`src/hw/rtl/tks_pkg.sv`:
```
`default_nettype none
// ----------------------------------------------------------------------------
// tks_pkg
// Shared types and constants for the top-k smallest select block.
// ----------------------------------------------------------------------------
package tks_pkg;

	localparam int SCORE_W        = 32;
	localparam int LABEL_W        = 32;
	localparam int NRES_W         = 5;
	localparam int DEF_MAX_K      = 16;
	localparam int DEF_LABEL_BITS = 32;
	localparam int DEF_CNT_W      = $clog2(DEF_MAX_K + 1);
	localparam logic [NRES_W-1:0] NRES_RESET = 5'd10;

	localparam logic OP_OFFER = 1'b0;
	localparam logic OP_DRAIN = 1'b1;

	// controller -> datapath
	typedef struct packed {
		logic take_in;
		logic append;
		logic replace;
		logic scan_start;
		logic scan_step;
		logic dec;
		logic mv_rd;
		logic mv_wr;
		logic load_stat;
		logic load_cand;
	} tks_cmd_t;

	// datapath -> controller
	typedef struct packed {
		logic op_drain;
		logic cnt_zero;
		logic cnt_one;
		logic room;
		logic better;
		logic scan_done;
	} tks_sts_t;

endpackage
`default_nettype wire

```
`src/hw/rtl/tks_if.sv`:
```
`default_nettype none
// ----------------------------------------------------------------------------
// tks_if
// Valid/ready channels of the top-k select block: item, result, config.
// ----------------------------------------------------------------------------
interface tks_item_if import tks_pkg::*; ();
	logic                      valid;
	logic                      ready;
	logic                      opcode;
	logic signed [SCORE_W-1:0] score;
	logic [LABEL_W-1:0]        label;

	modport source (output valid, output opcode, output score, output label, input ready);
	modport sink   (input valid, input opcode, input score, input label, output ready);
endinterface

interface tks_result_if import tks_pkg::*; #(parameter int CNT_W = DEF_CNT_W) ();
	logic                      valid;
	logic                      ready;
	logic signed [SCORE_W-1:0] upper_bound;
	logic [CNT_W-1:0]          held_count;
	logic                      accepted;
	logic signed [SCORE_W-1:0] cand_score;
	logic [LABEL_W-1:0]        cand_label;
	logic                      last;

	modport source (output valid, output upper_bound, output held_count, output accepted,
		output cand_score, output cand_label, output last, input ready);
	modport sink   (input valid, input upper_bound, input held_count, input accepted,
		input cand_score, input cand_label, input last, output ready);
endinterface

interface tks_cfg_if import tks_pkg::*; ();
	logic              valid;
	logic              ready;
	logic [NRES_W-1:0] n_results;

	modport source (output valid, output n_results, input ready);
	modport sink   (input valid, input n_results, output ready);
endinterface
`default_nettype wire

```
`src/hw/rtl/tks_ram.sv`:
```
`default_nettype none
// ----------------------------------------------------------------------------
// tks_ram
// Generic single-write, single-read RAM with registered read data.
// ----------------------------------------------------------------------------
module tks_ram #(
	parameter int WIDTH = 8,
	parameter int DEPTH = 16,
	localparam int AW   = (DEPTH > 1) ? $clog2(DEPTH) : 1
) (
	input  wire logic             clk,
	input  wire logic             we,
	input  wire logic [AW-1:0]    waddr,
	input  wire logic [WIDTH-1:0] wdata,
	input  wire logic [AW-1:0]    raddr,
	output logic      [WIDTH-1:0] rdata
);

	logic [WIDTH-1:0] mem_q [DEPTH];

	always_ff @(posedge clk) begin
		if (we) begin
			mem_q[waddr] <= wdata;
		end
		rdata <= mem_q[raddr];
	end

endmodule
`default_nettype wire

```
`src/hw/rtl/tks_ctrl.sv`:
```
`default_nettype none
// ----------------------------------------------------------------------------
// tks_ctrl
// Sequencer: decides offer/drain handling, runs worst-entry scans and
// drives the result register's valid.
// ----------------------------------------------------------------------------
module tks_ctrl import tks_pkg::*; (
	input  wire logic     clk,
	input  wire logic     arst_n,
	input  wire logic     item_valid,
	output logic          item_ready,
	output logic          out_valid,
	input  wire logic     out_ready,
	input  wire tks_sts_t sts,
	output tks_cmd_t      cmd
);

	localparam logic [2:0] S_IDLE   = 3'd0;
	localparam logic [2:0] S_DECIDE = 3'd1;
	localparam logic [2:0] S_SCAN   = 3'd2;
	localparam logic [2:0] S_RESULT = 3'd3;
	localparam logic [2:0] S_DEMIT  = 3'd4;
	localparam logic [2:0] S_MVRD   = 3'd5;
	localparam logic [2:0] S_MVWR   = 3'd6;

	logic [2:0] state_q, state_d;
	logic       out_valid_q;
	logic       slot_free;

	assign slot_free  = !out_valid_q || out_ready;
	assign item_ready = (state_q == S_IDLE);
	assign out_valid  = out_valid_q;

	always_comb begin
		cmd     = '0;
		state_d = state_q;
		unique case (state_q)
			S_IDLE: begin
				if (item_valid) begin
					cmd.take_in = 1'b1;
					state_d     = S_DECIDE;
				end
			end
			S_DECIDE: begin
				if (!sts.op_drain) begin
					if (sts.room) begin
						cmd.append = 1'b1;
						state_d    = S_RESULT;
					end else if (!sts.cnt_zero && sts.better) begin
						cmd.replace    = 1'b1;
						cmd.scan_start = 1'b1;
						state_d        = S_SCAN;
					end else begin
						state_d = S_RESULT;
					end
				end else if (sts.cnt_zero) begin
					state_d = S_RESULT;
				end else begin
					state_d = S_DEMIT;
				end
			end
			S_SCAN: begin
				cmd.scan_step = 1'b1;
				if (sts.scan_done) begin
					state_d = sts.op_drain ? S_DEMIT : S_RESULT;
				end
			end
			S_RESULT: begin
				if (slot_free) begin
					cmd.load_stat = 1'b1;
					state_d       = S_IDLE;
				end
			end
			S_DEMIT: begin
				if (slot_free) begin
					cmd.load_cand = 1'b1;
					cmd.dec       = 1'b1;
					state_d       = sts.cnt_one ? S_IDLE : S_MVRD;
				end
			end
			S_MVRD: begin
				cmd.mv_rd = 1'b1;
				state_d   = S_MVWR;
			end
			S_MVWR: begin
				cmd.mv_wr      = 1'b1;
				cmd.scan_start = 1'b1;
				state_d        = S_SCAN;
			end
			default: begin
				state_d = S_IDLE;
			end
		endcase
	end

	always_ff @(posedge clk or negedge arst_n) begin
		if (!arst_n) begin
			state_q     <= S_IDLE;
			out_valid_q <= 1'b0;
		end else begin
			state_q <= state_d;
			if (cmd.load_stat || cmd.load_cand) begin
				out_valid_q <= 1'b1;
			end else if (out_ready) begin
				out_valid_q <= 1'b0;
			end
		end
	end

endmodule
`default_nettype wire

```
`src/hw/rtl/tks_dp.sv`:
```
`default_nettype none
// ----------------------------------------------------------------------------
// tks_dp
// Datapath: candidate RAM, held count, cached worst pair, scan pipeline,
// k register and the result payload register.
// ----------------------------------------------------------------------------
module tks_dp import tks_pkg::*; #(
	parameter int MAX_K      = DEF_MAX_K,
	parameter int LABEL_BITS = DEF_LABEL_BITS,
	localparam int IDX_W     = (MAX_K > 1) ? $clog2(MAX_K) : 1,
	localparam int CNT_W     = $clog2(MAX_K + 1)
) (
	input  wire logic                      clk,
	input  wire logic                      arst_n,
	input  wire tks_cmd_t                  cmd,
	output tks_sts_t                       sts,
	input  wire logic                      in_opcode,
	input  wire logic signed [SCORE_W-1:0] in_score,
	input  wire logic [LABEL_W-1:0]        in_label,
	input  wire logic                      cfg_we,
	input  wire logic [NRES_W-1:0]         cfg_nres,
	output logic signed [SCORE_W-1:0]      upper_bound,
	output logic [CNT_W-1:0]               held_count,
	output logic                           accepted,
	output logic signed [SCORE_W-1:0]      cand_score,
	output logic [LABEL_W-1:0]             cand_label,
	output logic                           last
);

	localparam int ENT_W = SCORE_W + LABEL_BITS;
	localparam int LIM_W = (NRES_W > CNT_W) ? NRES_W : CNT_W;

	// latched item
	logic                      op_q;
	logic signed [SCORE_W-1:0] score_q;
	logic [LABEL_BITS-1:0]     label_q;
	logic                      acc_q;

	logic [NRES_W-1:0]         nres_q;
	logic [CNT_W-1:0]          count_q;

	// cached worst held pair
	logic signed [SCORE_W-1:0] wscore_q;
	logic [LABEL_BITS-1:0]     wlabel_q;
	logic [IDX_W-1:0]          widx_q;

	// scan pipeline
	logic [CNT_W-1:0]          sidx_q;
	logic                      first_q;
	logic                      rd_pend_s1;
	logic [IDX_W-1:0]          rd_idx_s1;

	logic                      issue;
	logic                      we;
	logic [IDX_W-1:0]          waddr;
	logic [IDX_W-1:0]          raddr;
	logic [ENT_W-1:0]          wdata;
	logic [ENT_W-1:0]          rdata;
	logic signed [SCORE_W-1:0] rd_score;
	logic [LABEL_BITS-1:0]     rd_label;
	logic                      rd_worse;
	logic                      new_worse;

	logic [LABEL_BITS+LABEL_W-1:0] lab_in_ext;
	logic [LABEL_BITS+LABEL_W-1:0] lab_out_ext;
	logic [LIM_W-1:0]              lim;
	logic [LIM_W-1:0]              nres_ext;
	logic [LIM_W-1:0]              cnt_ext;

	assign lab_in_ext  = {{LABEL_BITS{1'b0}}, in_label};
	assign lab_out_ext = {{LABEL_W{1'b0}}, wlabel_q};

	// k clamped to 1..MAX_K
	assign nres_ext = LIM_W'(nres_q);
	assign cnt_ext  = LIM_W'(count_q);
	always_comb begin
		if (nres_q == '0) begin
			lim = LIM_W'(1);
		end else if (nres_ext > LIM_W'(MAX_K)) begin
			lim = LIM_W'(MAX_K);
		end else begin
			lim = nres_ext;
		end
	end

	assign rd_score  = $signed(rdata[SCORE_W-1:0]);
	assign rd_label  = rdata[ENT_W-1:SCORE_W];
	assign rd_worse  = (rd_score > wscore_q) || ((rd_score == wscore_q) && (rd_label > wlabel_q));
	assign new_worse = (score_q > wscore_q) || ((score_q == wscore_q) && (label_q > wlabel_q));

	assign issue = cmd.scan_step && (sidx_q < count_q);
	assign we    = cmd.append || cmd.replace || cmd.mv_wr;
	assign waddr = cmd.append ? count_q[IDX_W-1:0] : widx_q;
	assign wdata = cmd.mv_wr ? rdata : {label_q, score_q};
	assign raddr = cmd.mv_rd ? count_q[IDX_W-1:0] : sidx_q[IDX_W-1:0];

	tks_ram #(
		.WIDTH (ENT_W),
		.DEPTH (MAX_K)
	) u_ram (
		.clk   (clk),
		.we    (we),
		.waddr (waddr),
		.wdata (wdata),
		.raddr (raddr),
		.rdata (rdata)
	);

	always_comb begin
		sts           = '0;
		sts.op_drain  = (op_q == OP_DRAIN);
		sts.cnt_zero  = (count_q == '0);
		sts.cnt_one   = (count_q == CNT_W'(1));
		sts.room      = (cnt_ext < lim);
		sts.better    = (score_q < wscore_q);
		sts.scan_done = (sidx_q == count_q) && !rd_pend_s1;
	end

	// control state
	always_ff @(posedge clk or negedge arst_n) begin
		if (!arst_n) begin
			nres_q     <= NRES_RESET;
			count_q    <= '0;
			sidx_q     <= '0;
			rd_pend_s1 <= 1'b0;
		end else begin
			if (cfg_we) begin
				nres_q <= cfg_nres;
			end
			if (cmd.append) begin
				count_q <= count_q + CNT_W'(1);
			end else if (cmd.dec) begin
				count_q <= count_q - CNT_W'(1);
			end
			if (cmd.scan_start) begin
				sidx_q <= '0;
			end else if (issue) begin
				sidx_q <= sidx_q + CNT_W'(1);
			end
			rd_pend_s1 <= issue;
		end
	end

	// payload
	always_ff @(posedge clk) begin
		if (cmd.take_in) begin
			op_q    <= in_opcode;
			score_q <= in_score;
			label_q <= lab_in_ext[LABEL_BITS-1:0];
			acc_q   <= 1'b0;
		end else if (cmd.append || cmd.replace) begin
			acc_q <= 1'b1;
		end

		rd_idx_s1 <= sidx_q[IDX_W-1:0];

		if (cmd.append) begin
			if (count_q == '0 || new_worse) begin
				wscore_q <= score_q;
				wlabel_q <= label_q;
				widx_q   <= count_q[IDX_W-1:0];
			end
		end else if (rd_pend_s1) begin
			if (first_q || rd_worse) begin
				wscore_q <= rd_score;
				wlabel_q <= rd_label;
				widx_q   <= rd_idx_s1;
			end
		end

		if (cmd.scan_start) begin
			first_q <= 1'b1;
		end else if (rd_pend_s1) begin
			first_q <= 1'b0;
		end

		if (cmd.load_stat) begin
			upper_bound <= (count_q == '0) ? '0 : wscore_q;
			held_count  <= count_q;
			accepted    <= acc_q;
			cand_score  <= '0;
			cand_label  <= '0;
			last        <= 1'b1;
		end else if (cmd.load_cand) begin
			upper_bound <= '0;
			held_count  <= '0;
			accepted    <= 1'b0;
			cand_score  <= wscore_q;
			cand_label  <= lab_out_ext[LABEL_W-1:0];
			last        <= (count_q == CNT_W'(1));
		end
	end

endmodule
`default_nettype wire

```
`src/hw/rtl/top_k_smallest_select.sv`:
```
`default_nettype none
// ----------------------------------------------------------------------------
// top_k_smallest_select
// Streaming top-k selector keeping the k smallest (score, label) pairs.
// ----------------------------------------------------------------------------
// Usage: offer items (opcode 0) with a signed Q16.16 score and a label; the
// block keeps the k = n_results smallest pairs (k clamped to 1..MAX_K, ties
// broken so the larger label is worse) and answers every offer with one
// result: the worst score held (0 when empty), the held count and whether
// the item went in. A drain (opcode 1) returns the held pairs worst first,
// one result per pair with last on the final one, and empties the store; a
// drain of an empty store returns a single all-zero result with last set.
// Timing: one item is worked on at a time; item.ready is high only while the
// block is idle. After an offer that replaces the worst pair, the worst pair
// is found again by a scan that reads the one-read-port candidate RAM one
// entry per cycle. A drain likewise rescans after each emitted pair but the
// last. The result sits in an output register, so a stalled result channel
// only delays the next transaction. Write n_results only while idle;
// cfg.ready is always high.
// ----------------------------------------------------------------------------
module top_k_smallest_select import tks_pkg::*; #(
	parameter int MAX_K      = DEF_MAX_K,
	parameter int LABEL_BITS = DEF_LABEL_BITS
) (
	input  wire logic    clk,
	input  wire logic    arst_n,
	tks_item_if.sink     item,
	tks_result_if.source result,
	tks_cfg_if.sink      cfg
);

	localparam int CNT_W = $clog2(MAX_K + 1);

	tks_cmd_t cmd;
	tks_sts_t sts;

	logic                      item_ready;
	logic                      out_valid;
	logic signed [SCORE_W-1:0] upper_bound;
	logic [CNT_W-1:0]          held_count;
	logic                      accepted;
	logic signed [SCORE_W-1:0] cand_score;
	logic [LABEL_W-1:0]        cand_label;
	logic                      last;

	// config is always accepted; the contract says it only moves while idle
	assign cfg.ready = 1'b1;

	assign item.ready         = item_ready;
	assign result.valid       = out_valid;
	assign result.upper_bound = upper_bound;
	assign result.held_count  = held_count;
	assign result.accepted    = accepted;
	assign result.cand_score  = cand_score;
	assign result.cand_label  = cand_label;
	assign result.last        = last;

	// sequencer
	tks_ctrl u_ctrl (
		.clk        (clk),
		.arst_n     (arst_n),
		.item_valid (item.valid),
		.item_ready (item_ready),
		.out_valid  (out_valid),
		.out_ready  (result.ready),
		.sts        (sts),
		.cmd        (cmd)
	);

	// storage, worst tracking and result payload
	tks_dp #(
		.MAX_K      (MAX_K),
		.LABEL_BITS (LABEL_BITS)
	) u_dp (
		.clk         (clk),
		.arst_n      (arst_n),
		.cmd         (cmd),
		.sts         (sts),
		.in_opcode   (item.opcode),
		.in_score    (item.score),
		.in_label    (item.label),
		.cfg_we      (cfg.valid),
		.cfg_nres    (cfg.n_results),
		.upper_bound (upper_bound),
		.held_count  (held_count),
		.accepted    (accepted),
		.cand_score  (cand_score),
		.cand_label  (cand_label),
		.last        (last)
	);

endmodule
`default_nettype wire

```
`src/flat_wrapper.sv`:
```
// flat-port wrapper written by rule: the top's interface ports become plain ports
module top_k_smallest_select_flat import tks_pkg::*;
#(
	parameter int MAX_K      = DEF_MAX_K,
	parameter int LABEL_BITS = DEF_LABEL_BITS
)
  (clk, arst_n, item_valid, item_opcode, item_score, item_label, item_ready, result_valid, result_upper_bound, result_held_count, result_accepted, result_cand_score, result_cand_label, result_last, result_ready, cfg_valid, cfg_n_results, cfg_ready);
  tks_item_if item_i ();
  tks_result_if result_i ();
  tks_cfg_if cfg_i ();
  input  wire logic clk;
  input  wire logic arst_n;
  input wire logic [$bits(item_i.valid)-1:0] item_valid;
  input wire logic [$bits(item_i.opcode)-1:0] item_opcode;
  input wire logic [$bits(item_i.score)-1:0] item_score;
  input wire logic [$bits(item_i.label)-1:0] item_label;
  output wire logic [$bits(item_i.ready)-1:0] item_ready;
  output wire logic [$bits(result_i.valid)-1:0] result_valid;
  output wire logic [$bits(result_i.upper_bound)-1:0] result_upper_bound;
  output wire logic [$bits(result_i.held_count)-1:0] result_held_count;
  output wire logic [$bits(result_i.accepted)-1:0] result_accepted;
  output wire logic [$bits(result_i.cand_score)-1:0] result_cand_score;
  output wire logic [$bits(result_i.cand_label)-1:0] result_cand_label;
  output wire logic [$bits(result_i.last)-1:0] result_last;
  input wire logic [$bits(result_i.ready)-1:0] result_ready;
  input wire logic [$bits(cfg_i.valid)-1:0] cfg_valid;
  input wire logic [$bits(cfg_i.n_results)-1:0] cfg_n_results;
  output wire logic [$bits(cfg_i.ready)-1:0] cfg_ready;
  assign item_i.valid = item_valid;
  assign item_i.opcode = item_opcode;
  assign item_i.score = item_score;
  assign item_i.label = item_label;
  assign item_ready = item_i.ready;
  assign result_valid = result_i.valid;
  assign result_upper_bound = result_i.upper_bound;
  assign result_held_count = result_i.held_count;
  assign result_accepted = result_i.accepted;
  assign result_cand_score = result_i.cand_score;
  assign result_cand_label = result_i.cand_label;
  assign result_last = result_i.last;
  assign result_i.ready = result_ready;
  assign cfg_i.valid = cfg_valid;
  assign cfg_i.n_results = cfg_n_results;
  assign cfg_ready = cfg_i.ready;
  top_k_smallest_select #(.MAX_K(MAX_K), .LABEL_BITS(LABEL_BITS)) u_core (.clk(clk), .arst_n(arst_n), .item(item_i), .result(result_i), .cfg(cfg_i));
endmodule
```
`config.mk`:
```
export PLATFORM = sky130hd
export DESIGN_NAME = top_k_smallest_select_flat
export DESIGN_NICKNAME = d
export VERILOG_FILES = /design/src/hw/rtl/tks_pkg.sv /design/src/hw/rtl/tks_if.sv /design/src/hw/rtl/tks_ram.sv /design/src/hw/rtl/tks_ctrl.sv /design/src/hw/rtl/tks_dp.sv /design/src/hw/rtl/top_k_smallest_select.sv /design/src/flat_wrapper.sv
export SDC_FILE = /design/constraint.sdc
export NUM_CORES = 2
export LEC_CHECK = 0
export ABC_AREA = 1
export BUFFER_PORTS_ARGS = -buffer_cell sky130_fd_sc_hd__buf_2
export CAP_MARGIN = 25
export CORE_MARGIN = 5
export CORE_UTILIZATION = 45
export CTS_CLUSTER_DIAMETER = 60
export DETAILED_ROUTE_END_ITERATION = 10
export MAX_ROUTING_LAYER = met4
export SYNTH_ARGS = -nofsm -noshare
export SYNTH_HDL_FRONTEND = slang
export SYNTH_SLANG_ARGS = --single-unit
```
`constraint.sdc`:
```
create_clock -name clk -period 4.85 [get_ports clk]
set_clock_uncertainty 0.1 [all_clocks]
set_input_delay 0.485 -clock clk [delete_from_list [all_inputs] [get_ports clk]]
set_output_delay 0.485 -clock clk [all_outputs]
set_load 0.05 [all_outputs]
```
==> metrics <==
area leader, netlist=edfxtp_1; max-slew violations=0; Sum Neg Setup Slack=0 ns; vias in the first global route=33,943; Total GRT Usage=23.6%; path type of the worst min-delay path=in -> reg; Peak VDD IR=0.426 mV; die extent in x=357 microns; Critical Path AT=4.42 ns; Area contributors post-synth=edfxtp_1 66%, o21ai_0 5.5%, dfxtp_1 5.0%; Iter 0 DRT Violations=4,247; share of layout cells above drive strength 1=12.2%; ys async rst share=1.48%; max-cap violations=0; vias=35,947; GR Overflow Total=0; worst skew pair latency=0.74 ns; switch share=38.5%; pre-CTS WS=0.808 ns; clock power share=26.3%; dominant synthesized flop cell=edfxtp_1; sequential power share=39.4%; CP Capture Type=register; H-tree Lvls=4; PD cells=634 nW/um^2; Initial Util=45.3%; outcome=completed; Routed WL=149,000 microns; FF+latch area=39,100 sq um; Final Cycle Share=84.6%; Resized cells post-CTS=0; routed vias/inst=5.68; static leakage=22.4 nW; setup violators final=0; Yosys top cell area share=66.1%; min Tclk post-route=4.10 ns; unrepaired setup endpoints after global routing=no; Buffers on Ports=179; EDFF count, synth=1,195; Mapped Area=54,300 sq um; combinational fraction of design power=34.3%; Final Hold Vio Count=0; Critical Path RT=5.17 ns; height of the die=357 microns; Avg Synthesized Cell Area=12.6 sq um; syn nets=4,529; CP max FO=30; Slowest-stage cell, CP=inv_4; Cells after Synth=4,313; register clock-pin slew on the reported worst setup and hold paths=0.06 ns; core footprint=120,000 sq um; Root Buffer=clkbuf_16; Die Area=128,000 sq um; hpwl dp=92,400 microns; clock tree buffer depth=3; initial antenna violation count=9; Psw=15.4 mW; maximum clock frequency=244 MHz; area of the multi-input gates=13,400 sq um; Slowest Stage Delay on Critical Path=0.45 ns; drt pass-1 iters=5; crit-path most repeated cell=nand2_1; WS Path Type=reg -> reg; Yosys warnings=0; critical path, cell by cell=inv_1 -> nand2_1 -> ha_1 -> a21oi_1 -> nor2_1 -> a211oi_1 -> nand3_2 -> inv_4 -> nand2_1 -> o21ai_0 -> nand2_1 -> nor2_1 -> nand2_1 -> inv_4 -> buf_4; Min Hold Slack=0.0534 ns; Setup Buffers After CTS=0; CTS tree=yes; Synth cell types=42; worst slew pin tran=1.02 ns; largest net degree at the start of global routing=146; Final GP Congestion=0.847; Yosys reg bits=1,350; # clock sinks=1,350; Num CTS Buffers=142; Fill cells=9,965; global-route wire length before repair=220,000 microns; row count=127; detailed-route DRC error count=0; Final #Nets=4,814; IO Count=181; Max-slew headroom=32.1%; critical path launch point type=register; Syn-to-layout area delta=16.1%; Int Pwr=24.6 mW; Reg2Reg Setup Slack=0.75 ns; wire per inst=23.6 microns; remaining antenna violation count=0; setup slack after layout=0.748 ns; register area share after synthesis=72.0%
## power by group through the flow
stage,logic (mW),registers [mW],clock network [mW]
global placement,13.4,15.9,0
finish,13.7,15.7,10.5
global route,15.0,15.9,11.2
floorplan,7.40,17.0,0
detailed placement,13.6,16.0,0
CTS,13.7,15.7,10.7
## cell usage after synthesis, drive strengths merged, types with 2 or more instances
cell type	number
nor3	12
nand4	12
o22ai	47
ha	141
nand2	383
nand3	105
a31oi	6
o221ai	209
edfxtp	1195
clkbuf	186
a211oi	3
inv	223
o211ai	51
nor2	608
o21ai	740
o21a	5
dfxtp	135
a21o	2
dfstp	2
buf	79
a21oi	134
nor4	2
xor2	6
dfrtp	18
## repair_timing
action | CTS | global route
hold endpoints to repair | 90 | 0
setup endpoints to repair | 0 | 0
hold buffers | 80 | 0
## critical path, delay by kind of cell (launching register included)
| kind | cells | cell delay (ns) |
|---|---|---|
| and+or+nand+nor | 7 | 1.16 |
| adders and majority gates | 1 | 0.29 |
| DFF | 1 | 0.35 |
| buffers and inverters | 4 | 1.12 |
| AOI/OAI and AO/OA | 3 | 0.72 |
## per-layer routing
metal	GRT usage, %	vias to the layer above	share of wire [%]
met2	34.3	1568	44
met5	-	-	0
met1	34.0	17697	44
met3	4.93	212	9.4
met4	6.60	0	2.4
li1	-	16470	-
## final timing paths
check,from,depth (start not counted),to
min,result_ready,4,u_core.u_ctrl.out_valid
max reg2reg,u_core.u_dp.nres_ext[4],15,u_core.u_dp.u_ram.mem_q[8][48]
max,u_core.u_dp.nres_ext[4],15,u_core.u_dp.u_ram.mem_q[8][48]
min reg2reg,u_core.u_dp.last,2,u_core.u_dp.last
min in group asynchronous,arst_n,2,u_core.u_dp.cnt_ext[4]
max in group asynchronous,arst_n,2,u_core.u_dp.nres_ext[1]
## cell families after synthesis
group                      Yosys count  share of synthesized area [%]
DFF                               1350                           72.0
AOI/OAI and AO/OA                 1202                           13.0
and+or+nand+nor                   1124                           8.15
buffers and inverters              488                           3.52
adders and majority gates          141                           3.25
xor gates and xnor gates             6                         0.0967
other                                1                        0.00690
muxes                                1                         0.0207
## sequential cells by signal (all words and copies together) (netlist names), 3 cells and up
| signal | cells |
|---|---|
| u_core.u_ctrl.state_q | 3 |
| u_core.u_dp.cand_label | 32 |
| u_core.u_dp.cand_score | 32 |
| u_core.u_dp.cnt_ext | 5 |
| u_core.u_dp.held_count | 5 |
| u_core.u_dp.label_q | 32 |
| u_core.u_dp.nres_ext | 5 |
| u_core.u_dp.rd_idx_s1 | 4 |
| u_core.u_dp.score_q | 32 |
| u_core.u_dp.sidx_q | 5 |
| u_core.u_dp.u_ram.mem_q | 1024 |
| u_core.u_dp.u_ram.rdata | 64 |
| u_core.u_dp.upper_bound | 32 |
| u_core.u_dp.widx_q | 4 |
| u_core.u_dp.wlabel_q | 32 |
| u_core.u_dp.wscore_q | 32 |
## per-stage QoR
step | cells | area (sq um) | util (%) | total power, mW
floorplan | 4313 | 54300 | - | 24.4
global placement | 5985 | 57800 | 48.1 | 29.4
finish | 6328 | 63100 | 52.6 | 40.0
global route | 6328 | 63100 | 52.6 | 42.1
detailed placement | 5986 | 57800 | 48.1 | 29.5
CTS | 6323 | 63100 | 52.6 | 40.1
## area by class of cell
| type | instances | share of cell area [%] |
|---|---|---|
| diodes | 5 | 0.0198 |
| clock buffers | 183 | 6.12 |
| clock inverters | 74 | 1.00 |
| inverters | 223 | 1.43 |
| multi-input cells | 2475 | 21.2 |
| flip-flops and latches | 1350 | 62.0 |
| well taps | 1612 | 3.20 |
| repair buffers | 406 | 5.00 |
## cells in the final DEF (no fill, tap or decap), types with 4 or more instances in the layout
cell type,instances
dfxtp_1,135
o22ai_1,47
nand4_1,12
buf_2,179
diode_2,5
buf_12,28
o21ai_1,139
nand2_1,381
o221ai_1,209
nand3_1,103
a31oi_1,6
clkbuf_16,146
clkbuf_8,7
o21a_1,5
nor3_1,11
buf_4,119
bufinv_16,9
clkinv_1,25
inv_1,200
edfxtp_1,1195
a21oi_1,134
o211ai_1,51
dlygate4sd3_1,80
o21ai_2,7
nor2_1,605
clkbuf_1,30
dfrtp_1,18
o21ai_0,590
o21ai_4,4
clkinv_2,25
xor2_1,6
ha_1,141
inv_6,9
inv_8,4
inv_4,18
(Power assumes the default switching activity.)
